$ cat src/rtl/prefix_varint_codec_top_defines.svh
// assertion macros shared by pvc_decoder and the top module
// each expects clk_i and rst_ni in the scope where it is used
`ifndef PREFIX_VARINT_CODEC_TOP_DEFINES_SVH
`define PREFIX_VARINT_CODEC_TOP_DEFINES_SVH

// same-cycle implication
`define PVC_ASSERT_IMPL(lbl, ante, cons, msg) \
  lbl: assert property (@(posedge clk_i) disable iff (!rst_ni) (ante) |-> (cons)) \
    else $error(msg);

// next-cycle implication
`define PVC_ASSERT_NEXT(lbl, ante, cons, msg) \
  lbl: assert property (@(posedge clk_i) disable iff (!rst_ni) (ante) |=> (cons)) \
    else $error(msg);

`endif

$ cat src/rtl/pvc_pkg.sv
package pvc_pkg;

  // operation codes of an input item
  localparam logic OP_ENCODE = 1'b0;
  localparam logic OP_DECODE = 1'b1;

  // result kinds
  localparam logic KIND_BYTE  = 1'b0;
  localparam logic KIND_VALUE = 1'b1;

  // longest code in bytes (0xff first byte)
  localparam logic [3:0] MAX_CODE_LEN = 4'd9;
  // longest code whose length prefix ends in a zero bit
  localparam int PREFIX_CODE_LEN = 8;
  // payload bits per byte of a prefixed code
  localparam int BITS_PER_BYTE = 7;

  // input item
  typedef struct packed {
    logic        opcode;
    logic [63:0] value_in;
    logic [7:0]  byte_in;
  } pvc_in_t;

  // result item
  typedef struct packed {
    logic        kind;
    logic [7:0]  byte_out;
    logic [63:0] value_out;
    logic [3:0]  code_length;
    logic        last;
  } pvc_out_t;

  // one encoded byte from the encoder
  typedef struct packed {
    logic [7:0] byte_out;
    logic [3:0] len;
    logic       last;
  } pvc_enc_t;

  // completed value from the decoder
  typedef struct packed {
    logic        valid;
    logic [63:0] value;
    logic [3:0]  len;
  } pvc_dec_t;

endpackage

$ cat src/rtl/pvc_encoder.sv
module pvc_encoder (
  input  logic [63:0]     value_i,
  input  logic [3:0]      idx_i,
  output pvc_pkg::pvc_enc_t enc_o
);

  logic [3:0] len;
  logic [3:0] sel;
  logic [7:0] prefix;
  logic [7:0] data;

  // shortest code that holds the value, nine bytes when nothing smaller fits
  always_comb begin
    len = pvc_pkg::MAX_CODE_LEN;
    for (int i = pvc_pkg::PREFIX_CODE_LEN; i >= 1; i--) begin
      if ((value_i >> (pvc_pkg::BITS_PER_BYTE * i)) == 64'd0) begin
        len = 4'(i);
      end
    end
  end

  // byte position within the value, counted from the least significant byte
  assign sel    = len - 4'd1 - idx_i;
  assign prefix = ~(8'hff >> (len - 4'd1));

  always_comb begin
    if (sel[3]) begin
      data = 8'h00;
    end else begin
      data = value_i[{sel[2:0], 3'b000} +: 8];
    end
  end

  // first byte carries the unary length prefix
  always_comb begin
    enc_o.byte_out = ((idx_i == 4'd0) ? prefix : 8'h00) | data;
    enc_o.len      = len;
    enc_o.last     = (idx_i == (len - 4'd1));
  end

endmodule

$ cat src/rtl/pvc_decoder.sv
`include "prefix_varint_codec_top_defines.svh"

module pvc_decoder (
  input  logic              clk_i,
  input  logic              rst_ni,
  input  logic              en_i,
  input  logic [7:0]        byte_i,
  output pvc_pkg::pvc_dec_t res_o
);

  logic [3:0]  rem_q, rem_d;
  logic [63:0] part_q, part_d;
  logic [3:0]  dlen_q, dlen_d;

  logic [3:0]  first_len;
  logic        run;
  logic [3:0]  rem_n;
  logic [63:0] part_n;
  logic [3:0]  dlen_n;

  // code length from the leading ones of a first byte
  always_comb begin
    first_len = 4'd1;
    run       = 1'b1;
    for (int i = 7; i >= 0; i--) begin
      if (run && byte_i[i]) begin
        first_len = first_len + 4'd1;
      end else begin
        run = 1'b0;
      end
    end
  end

  // gather the incoming byte
  always_comb begin
    if (rem_q == 4'd0) begin
      part_n = {56'd0, byte_i & (8'hff >> first_len)};
      dlen_n = first_len;
      rem_n  = first_len - 4'd1;
    end else begin
      part_n = {part_q[55:0], byte_i};
      dlen_n = dlen_q;
      rem_n  = rem_q - 4'd1;
    end
  end

  // completed value
  always_comb begin
    res_o.valid = en_i && (rem_n == 4'd0);
    res_o.value = part_n;
    res_o.len   = dlen_n;
  end

  // state update, cleared once a code completes
  always_comb begin
    rem_d  = rem_q;
    part_d = part_q;
    dlen_d = dlen_q;
    if (en_i) begin
      if (rem_n == 4'd0) begin
        rem_d  = 4'd0;
        part_d = 64'd0;
        dlen_d = 4'd0;
      end else begin
        rem_d  = rem_n;
        part_d = part_n;
        dlen_d = dlen_n;
      end
    end
  end

  always_ff @(posedge clk_i or negedge rst_ni) begin
    if (!rst_ni) begin
      rem_q  <= 4'd0;
      part_q <= 64'd0;
      dlen_q <= 4'd0;
    end else begin
      rem_q  <= rem_d;
      part_q <= part_d;
      dlen_q <= dlen_d;
    end
  end

  // checks on the decode state
  `PVC_ASSERT_IMPL(a_rem_range, 1'b1, rem_q <= 4'd8, "bytes remaining out of range")
  `PVC_ASSERT_IMPL(a_idle_clear, rem_q == 4'd0, (part_q == 64'd0) && (dlen_q == 4'd0),
                   "decode state not cleared between codes")
  `PVC_ASSERT_IMPL(a_len_cover, rem_q != 4'd0, dlen_q > rem_q,
                   "code length does not cover the missing bytes")

endmodule

$ cat src/rtl/prefix_varint_codec_top.sv
// Prefix varint codec: encodes 64-bit values into 1 to 9 byte codes with a
// unary leading-ones length prefix, and decodes such codes one byte at a time.
// Input channel: in_valid_i / in_stall_o carry one item per transfer; the
// opcode picks encode (value_in) or decode (byte_in).
// Output channel: out_valid_o / out_stall_i carry one result per transfer.
// An encode item gives code_length byte results, most significant first, the
// final one with last set. A decode item gives a value result when it ends a
// code and nothing otherwise; a partial code survives encode items.
// An item is held in the input register, and each of its results is then
// registered in the output register, from which it can transfer. A decode
// item leaves the input register when it steps; an encode item holds it until
// its last byte, one output byte per cycle while out_stall_i is low.
// The output register frees up as its result transfers, so a new item is
// taken in the same cycle that the previous one finishes.
// When the receiver stalls, the output register holds its result and the
// input register holds its item; in_stall_o rises once that register is full.
// Reset empties both registers and clears the decode state.
`include "prefix_varint_codec_top_defines.svh"

module prefix_varint_codec_top (
  input  logic             clk_i,
  input  logic             rst_ni,
  input  logic             in_valid_i,
  output logic             in_stall_o,
  input  pvc_pkg::pvc_in_t in_data_i,
  output logic             out_valid_o,
  input  logic             out_stall_i,
  output pvc_pkg::pvc_out_t out_data_o
);

  logic              stg_valid_q, stg_valid_d;
  pvc_pkg::pvc_in_t  stg_q, stg_d;
  logic [3:0]        idx_q, idx_d;
  logic              out_valid_q, out_valid_d;
  pvc_pkg::pvc_out_t out_q, out_d;

  logic              advance;
  logic              is_enc;
  logic              step;
  logic              finish;
  logic              take;
  pvc_pkg::pvc_enc_t enc;
  pvc_pkg::pvc_dec_t dec;

  // handshake control
  assign advance    = !out_valid_q || !out_stall_i;
  assign is_enc     = (stg_q.opcode == pvc_pkg::OP_ENCODE);
  assign step       = stg_valid_q && advance;
  assign finish     = step && (!is_enc || enc.last);
  assign in_stall_o = stg_valid_q && !finish;
  assign take       = in_valid_i && !in_stall_o;

  pvc_encoder u_encoder (
    .value_i (stg_q.value_in),
    .idx_i   (idx_q),
    .enc_o   (enc)
  );

  pvc_decoder u_decoder (
    .clk_i  (clk_i),
    .rst_ni (rst_ni),
    .en_i   (step && !is_enc),
    .byte_i (stg_q.byte_in),
    .res_o  (dec)
  );

  // input register and encode byte counter
  always_comb begin
    stg_valid_d = stg_valid_q;
    stg_d       = stg_q;
    idx_d       = idx_q;
    if (take) begin
      stg_valid_d = 1'b1;
      stg_d       = in_data_i;
      idx_d       = 4'd0;
    end else if (finish) begin
      stg_valid_d = 1'b0;
    end else if (step && is_enc) begin
      idx_d = idx_q + 4'd1;
    end
  end

  // output register
  always_comb begin
    out_valid_d = out_valid_q;
    out_d       = out_q;
    if (advance) begin
      out_valid_d = step && (is_enc || dec.valid);
      if (is_enc) begin
        out_d.kind        = pvc_pkg::KIND_BYTE;
        out_d.byte_out    = enc.byte_out;
        out_d.value_out   = 64'd0;
        out_d.code_length = enc.len;
        out_d.last        = enc.last;
      end else begin
        out_d.kind        = pvc_pkg::KIND_VALUE;
        out_d.byte_out    = 8'h00;
        out_d.value_out   = dec.value;
        out_d.code_length = dec.len;
        out_d.last        = 1'b1;
      end
    end
  end

  always_ff @(posedge clk_i or negedge rst_ni) begin
    if (!rst_ni) begin
      stg_valid_q <= 1'b0;
      idx_q       <= 4'd0;
      out_valid_q <= 1'b0;
    end else begin
      stg_valid_q <= stg_valid_d;
      idx_q       <= idx_d;
      out_valid_q <= out_valid_d;
    end
  end

  // payload registers
  always_ff @(posedge clk_i) begin
    stg_q <= stg_d;
    out_q <= out_d;
  end

  assign out_valid_o = out_valid_q;
  assign out_data_o  = out_q;

  // checks on the sequencing of encoded bytes and result fields
  `PVC_ASSERT_IMPL(a_idx_range, stg_valid_q && is_enc, idx_q < enc.len,
                   "encode byte index past code length")
  `PVC_ASSERT_NEXT(a_enc_hold, step && is_enc && !enc.last,
                   stg_valid_q && (idx_q == $past(idx_q) + 4'd1),
                   "encode item left before its last byte")
  `PVC_ASSERT_IMPL(a_value_fields,
                   out_valid_q && (out_q.kind == pvc_pkg::KIND_VALUE),
                   out_q.last && (out_q.byte_out == 8'h00),
                   "decoded value result with bad byte or last field")

endmodule
$ cat config.mk
export PLATFORM = sky130hd
export DESIGN_NAME = prefix_varint_codec_top
export DESIGN_NICKNAME = d
export VERILOG_FILES = /design/src/rtl/pvc_pkg.sv /design/src/rtl/pvc_encoder.sv /design/src/rtl/pvc_decoder.sv /design/src/rtl/prefix_varint_codec_top.sv
export VERILOG_INCLUDE_DIRS = /design/src /design/src/rtl
export SDC_FILE = /design/constraint.sdc
export NUM_CORES = 1
export LEC_CHECK = 0
export BUFFER_PORTS_ARGS = -buffer_cell sky130_fd_sc_hd__clkbuf_2
export CORE_ASPECT_RATIO = 0.8
export CORE_UTILIZATION = 54
export DETAILED_ROUTE_END_ITERATION = 8
export PLACE_DENSITY = 0.77
export SKIP_LAST_GASP = 1
export SYNTH_ARGS = -nofsm -noshare
export SYNTH_HDL_FRONTEND = slang
export SYNTH_SLANG_ARGS = --single-unit
$ cat constraint.sdc
create_clock -name clk_i -period 7.53 [get_ports clk_i]
set_input_delay 1.1295 -clock clk_i [delete_from_list [all_inputs] [get_ports clk_i]]
set_output_delay 1.1295 -clock clk_i [all_outputs]
set_load 0.005 [all_outputs]
## Word level (Yosys, flattened, before mapping)

Cells that the tools add are included.

- Logic and storage cells: 108
- Register bits: 221
- Input bits: 77

- Add/sub/neg operators: 12
- Eq/ne operators: 2
- Bitwise logic cells: 4
- Muxes and demuxes: 37
- Reduce and logical (&&, ||, !) cells: 36
- Shifts and indexed selects: 3

Operator list:

| operator | number |
|---|---|
| 64-bit zero test | 8 |
| 4-bit two-way mux | 21 |
| 78-bit two-way mux | 1 |
| 64-bit two-way mux | 1 |
| 64-bit by 7-bit indexed part select with 8-bit output | 1 |
| 56-bit two-way mux | 1 |
| 4-bit by 1-bit adder with 4-bit output, second input constant | 8 |
| 8-bit two-way mux | 2 |
| 8-bit by 4-bit right shift with 8-bit output, first input constant | 2 |
| 1-bit logical AND | 15 |
| 4-bit zero test | 3 |
| 4-bit by 1-bit subtractor with 4-bit output, second input constant | 3 |
| 1-bit two-way mux | 10 |
| 8-bit AND | 1 |
| 8-bit NOT | 1 |
| 8-bit bitwise OR | 1 |
| 4-bit equality test | 1 |
| 1-bit zero test | 4 |
| 2-bit nonzero test | 2 |
| 4-bit subtractor | 1 |
| 1-bit logical OR | 3 |
| 2-bit two-way mux | 1 |
| 2-bit by 1-bit inequality test with 1-bit output, second input constant | 1 |
| 2-bit AND reduction | 1 |
| 1-bit NOT | 1 |

## Longest topological paths before layout

- Depth in word-level cells: 21
- Gate-level depth with buffers: 18

## Cells and area by module

From an unflattened synthesis, not the netlist that was laid out.

- Cells, all modules: 731
- Area, all modules: 9,835.7 um^2

Modules (own cells, without submodules):

| module | area each (um^2) | cells each | times used | seq. area each (um^2) |
|---|---|---|---|---|
| prefix_varint_codec_top | 5,435.2 | 276 | 1 | 4,684.5 |
| pvc_decoder | 3,363.2 | 349 | 1 | 1,601.5 |
| pvc_encoder | 1,037.2 | 106 | 1 | 0.0 |

## Worst setup path after synthesis

OpenSTA, ideal clock, no wires.

- Kind: register to register
- Start: register stg_q[46] (netlist bit)
- End: register stg_q[0] (netlist bit) (enable)
- Setup slack: 2,421 ps
- Required time: 7,091 ps
- Data arrival time: 4,670 ps
- Cell stages (with the launch flop): 12
- Clock period less this slack: 5,109 ps
- Cells stage by stage: edfxtp_1 -> or4_1 -> nor4_1 -> nand3_1 -> a2111oi_0 -> or2_2 -> ha_1 -> clkbuf_1 -> and3_1 -> a21oi_1 -> o21ai_0 -> and2_1

- Word-level cells in the longest chain between the ends: 14

Ends and longest elaborated chain:

| item | RTL line | source |
|---|---|---|
| start, declared | prefix_varint_codec_top.sv:32 | `pvc_pkg::pvc_in_t stg_q, stg_d;` |
| start signal, assigned | prefix_varint_codec_top.sv:119 | `stg_q <= stg_d;` |
| 64-bit zero test | pvc_encoder.sv:16 | `if ((value_i >> (pvc_pkg::BITS_PER_BYTE * i)) == 64'd0) begin` |
| 4-bit two-way mux (4 in series) | pvc_encoder.sv:16 |  |
| 4-bit two-way mux (*) | pvc_encoder.sv:16 |  |
| 4-bit by 1-bit subtractor with 4-bit output (*) | pvc_encoder.sv:38 | `enc_o.last = (idx_i == (len - 4'd1));` |
| 4-bit equality test (*) | pvc_encoder.sv:38 |  |
| 1-bit logical OR (*) | prefix_varint_codec_top.sv:49 | `assign finish = step && (!is_enc \|\| enc.last);` |
| 1-bit logical AND (*) | prefix_varint_codec_top.sv:49 |  |
| 1-bit zero test (*) | prefix_varint_codec_top.sv:50 | `assign in_stall_o = stg_valid_q && !finish;` |
| 1-bit logical AND (*) | prefix_varint_codec_top.sv:50 |  |
| 1-bit zero test (*) | prefix_varint_codec_top.sv:51 | `assign take = in_valid_i && !in_stall_o;` |
| 1-bit logical AND (*) | prefix_varint_codec_top.sv:51 |  |

Mark *: on every way between the ends. The rest lies on a longest branch, timed or not.
A chain may end at the register's enable or synchronous reset.

## Final worst setup path

- Start: register stg_q[46] (netlist bit)
- End: output port in_stall_o

- Word-level cells in the longest chain between the ends: 12

Ends and longest elaborated chain:

| item | RTL line | source |
|---|---|---|
| 64-bit zero test | pvc_encoder.sv:16 |  |
| 4-bit two-way mux (4 in series) | pvc_encoder.sv:16 |  |
| 4-bit two-way mux (*) | pvc_encoder.sv:16 |  |
| 4-bit by 1-bit subtractor with 4-bit output (*) | pvc_encoder.sv:38 |  |
| 4-bit equality test (*) | pvc_encoder.sv:38 |  |
| 1-bit logical OR (*) | prefix_varint_codec_top.sv:49 |  |
| 1-bit logical AND (*) | prefix_varint_codec_top.sv:49 |  |
| 1-bit zero test (*) | prefix_varint_codec_top.sv:50 |  |
| 1-bit logical AND (*) | prefix_varint_codec_top.sv:50 |  |
| end, declared | prefix_varint_codec_top.sv:24 | `output logic in_stall_o,` |

Marks and branches as above.

==> reports/metrics.yaml <==
place:
  place_inst: 1070
  portBuffers: 156
  place_ws_ns: 2.54
  dp_hpwl_mm: 13.5
  place_congestion: 0.868
power:
  internal-power_w: 0.00270
  p_sw_w: 0.00128
  switching_share: 0.321
  p_seq_frac: 0.477
  p_per_area_nw_per_um2: 364
  pwr-share-comb: 0.276
  pwr-share-clk: 0.247
  vdd_drop_max_mv: 0.226
  p_leak_nw: 4.68
detailed_routing:
  vias_per_cell: 5.76
  wl_per_cell_um: 18.3
  drtIter0Drc: 496
  drc_errors: 0
  antenna_left: 0
  met1_length_mm: 9.27
  dr.pass1.iters: 5
  dr.max_layer_used: "met4"
  via_count: 6372
  met3_length_mm: 1.78
  wl_met2_mm: 8.85
  routed_wl_mm: 20.2
final_layout:
  fin_cells: 1107
  utilization: 0.654
  nets: 963
  drive_above_1_share: 0.266
  diodes: 0
  layout_common_cells: "155 x clkbuf_2, 151 x edfxtp_1, 134 x nand2_1"
  fill_cells: 1269
  syn2layout_area_growth_pct: 17.1
  final_common_cell: "clkbuf_2"
global_routing:
  track_usage: 0.233
  grt_antenna_before_repair: 0
  grt_pass1_wl_mm: 32.2
  grt_max_degree: 74
  grt_pass1_vias: 5997
  grt.overflow.total: 0
floorplanning:
  std_cell_rows: 42
  initial_core_util: 0.559
  die_area_um2: 17800
  die_h_um: 120
  core_um2: 16700
  die_w_um: 149
  ioPinCount: 157
timing:
  setup_ws_ns: 1.91
  period_needed_ns: 5.62
  worst_pin_slew_ns: 0.908
  setup_tns_ns: 0
  setup_viol: 0
  rsz0062_at_grt: "no"
  slew_headroom: 0.394
  slew_viol_final: 0
  fin_crit_sh: 0.747
  fmax_mhz: 178
  hold_violations: 0
  skew_ns: 0.00942
clock_network:
  cts_setup_buffers: 0
  cts_resized: 0
  root_buffer: "clkbuf_16"
  insertion_delay_ns: 0.49
  clkSinkCount: 221
  holdBufCountCts: 0
  path_clk_slew_ns: 0.06
  cts.path.max_buffers: 3
  htree_levels: 1
  cts_buffers: 21
  cts_tree: "done"
critical_path:
  cp-start-kind: "flop"
  path_class: "flop to output pin"
  cp.buffers_inverters: 2
  arrival_ns: 4.49
  crit_slowest_cell: "ha_1"
  crit-reg2reg-launch: "stg_q[46]"
  slowest_delay_ns: 0.68
  r2r_slack_ns: 2.46
  path_cells: "or4_1, nor4_1, nand3_1, a2111oi_0, or2_2, ha_1, and3_1, a21oi_1, o21ai_0, inv_1, clkbuf_2"
  critPathTopFamily: "simple AND/OR/NAND/NOR gates"
  rr_endpoint: "out_data_o[76]"
  crit_fanout: 17
  worstSetupEndpointType: "output pin"
  crit_required_ns: 6.40
  reg2reg_depth: 12
synth:
  synth_ff_type: "edfxtp_1"
  syn_area_um2: 9340
  synth_edf_count: 151
  synthArstFlopShare: 0.317
  synth_cell_types: 64
  seq_area_frac_synth: 0.673
  synth_nets: 814
  synthCells: 724
  yosysWarnings: 0
  yosys_register_bits: 221
  synth_area_per_cell_um2: 12.9
hold_path:
  hold_end: "u_decoder.part_q[48]"
  hold-path-cell-count: 2
  min_from: "u_decoder.part_q[48]"
  hp-class: "flop to flop"
run_status:
  outcome: "complete, no violations"
job:
  cap_violations: 0
==> area by class of cell <==
class                           instances  area (µm²)  share of cell area
Clock inverter                          8        48.8             0.00446
Sequential cell                       221        6290               0.575
Clock buffer                           29         586              0.0535
Tap cell                              220         275              0.0252
Inverter                               20        76.3             0.00698
Multi-Input combinational cell        445        2820               0.258
Timing Repair Buffer                  164         841              0.0769
==> worst register-to-register path: stages (launching register included) <==
cell and delay, ns:
edfxtp_1 0.39, or4_1 0.54, nor4_1 0.45, nand3_1 0.24
a2111oi_0 0.51, or2_2 0.22, ha_1 0.18, inv_1 0.07
fa_1 1.10, mux4_2 0.64, mux2_2 0.28, a21oi_1 0.14
nor2_1 0.05
==> power groups by stage <==
stage               combinational, W  sequential [W]  clock (W)
finish                       0.00110         0.00190   0.000982
detailed placement           0.00110         0.00192          0
global placement             0.00107         0.00191          0
floorplan                   0.000752         0.00187          0
global route                 0.00122         0.00194    0.00105
CTS                          0.00110         0.00190   0.000995
==> flip-flops by register name, indices dropped and copies added (netlist names) <==
register,count
out_valid_o,1
stg_q,73
idx_q,4
u_decoder.part_q,56
u_decoder.dlen_q,4
u_decoder.rem_q,4
out_data_o,78
stg_valid_q,1
==> worst max-delay path by stage <==
stage / slack, ns / start / to / depth (start not counted)
floorplan: 2.42 / stg_q[46] / stg_q[0] / 11
global placement: 2.69 / stg_q[46] / in_stall_o / 11
detailed placement: 2.54 / stg_q[46] / in_stall_o / 11
CTS: 1.92 / stg_q[46] / in_stall_o / 11
global route: 1.60 / stg_q[46] / in_stall_o / 11
finish: 1.91 / stg_q[46] / in_stall_o / 11
==> cell usage after synthesis, drive strengths merged, types with 3 or more instances <==
library cell	instances	area (µm²)
a21oi	22	114
buf	6	47.5
or2	6	40.0
mux2	8	90.1
clkbuf	32	124
o22ai	3	18.8
nor4	10	90.1
a211oi	3	27.5
o211ai	3	22.5
ha	12	150
nor2	14	52.6
o21ai	66	330
nand2	134	503
mux4	16	360
edfxtp	151	4530
and2	4	25.0
nor3	9	45.0
and3	68	425
nand3	17	90.1
nand2b	4	25.0
nand4	5	31.3
dfrtp	70	1750
inv	19	71.3
o31ai	4	35.0
==> stage by stage <==
stage	hold slack [ns]	power [W]	area [µm²]
floorplan	0.424	0.00262	9340
global placement	0.453	0.00298	10300
detailed placement	0.465	0.00302	10300
CTS	0.479	0.00400	10900
global route	0.515	0.00420	10900
finish	0.474	0.00398	10900
==> layer usage <==
layer | global-route usage | vias up
met2 | 0.336 | 244
li1 | - | 2970
met4 | 0.0427 | 0
met1 | 0.360 | 3132
met5 | 0 | -
met3 | 0.0582 | 26
==> cell families (layout without fill, tap and decap cells) <==
kind of cell    after synthesis  in the layout  synth area share
mux                          25             25            0.0493
buf+inv                      58            221            0.0264
compound gates              124            124            0.0793
xor+xnor                      2              2           0.00188
flops                       221            221             0.673
fa+ha+maj                    13             13            0.0182
simple gates                281            281             0.152
No activity file was read; power rests on OpenSTA's default activity.
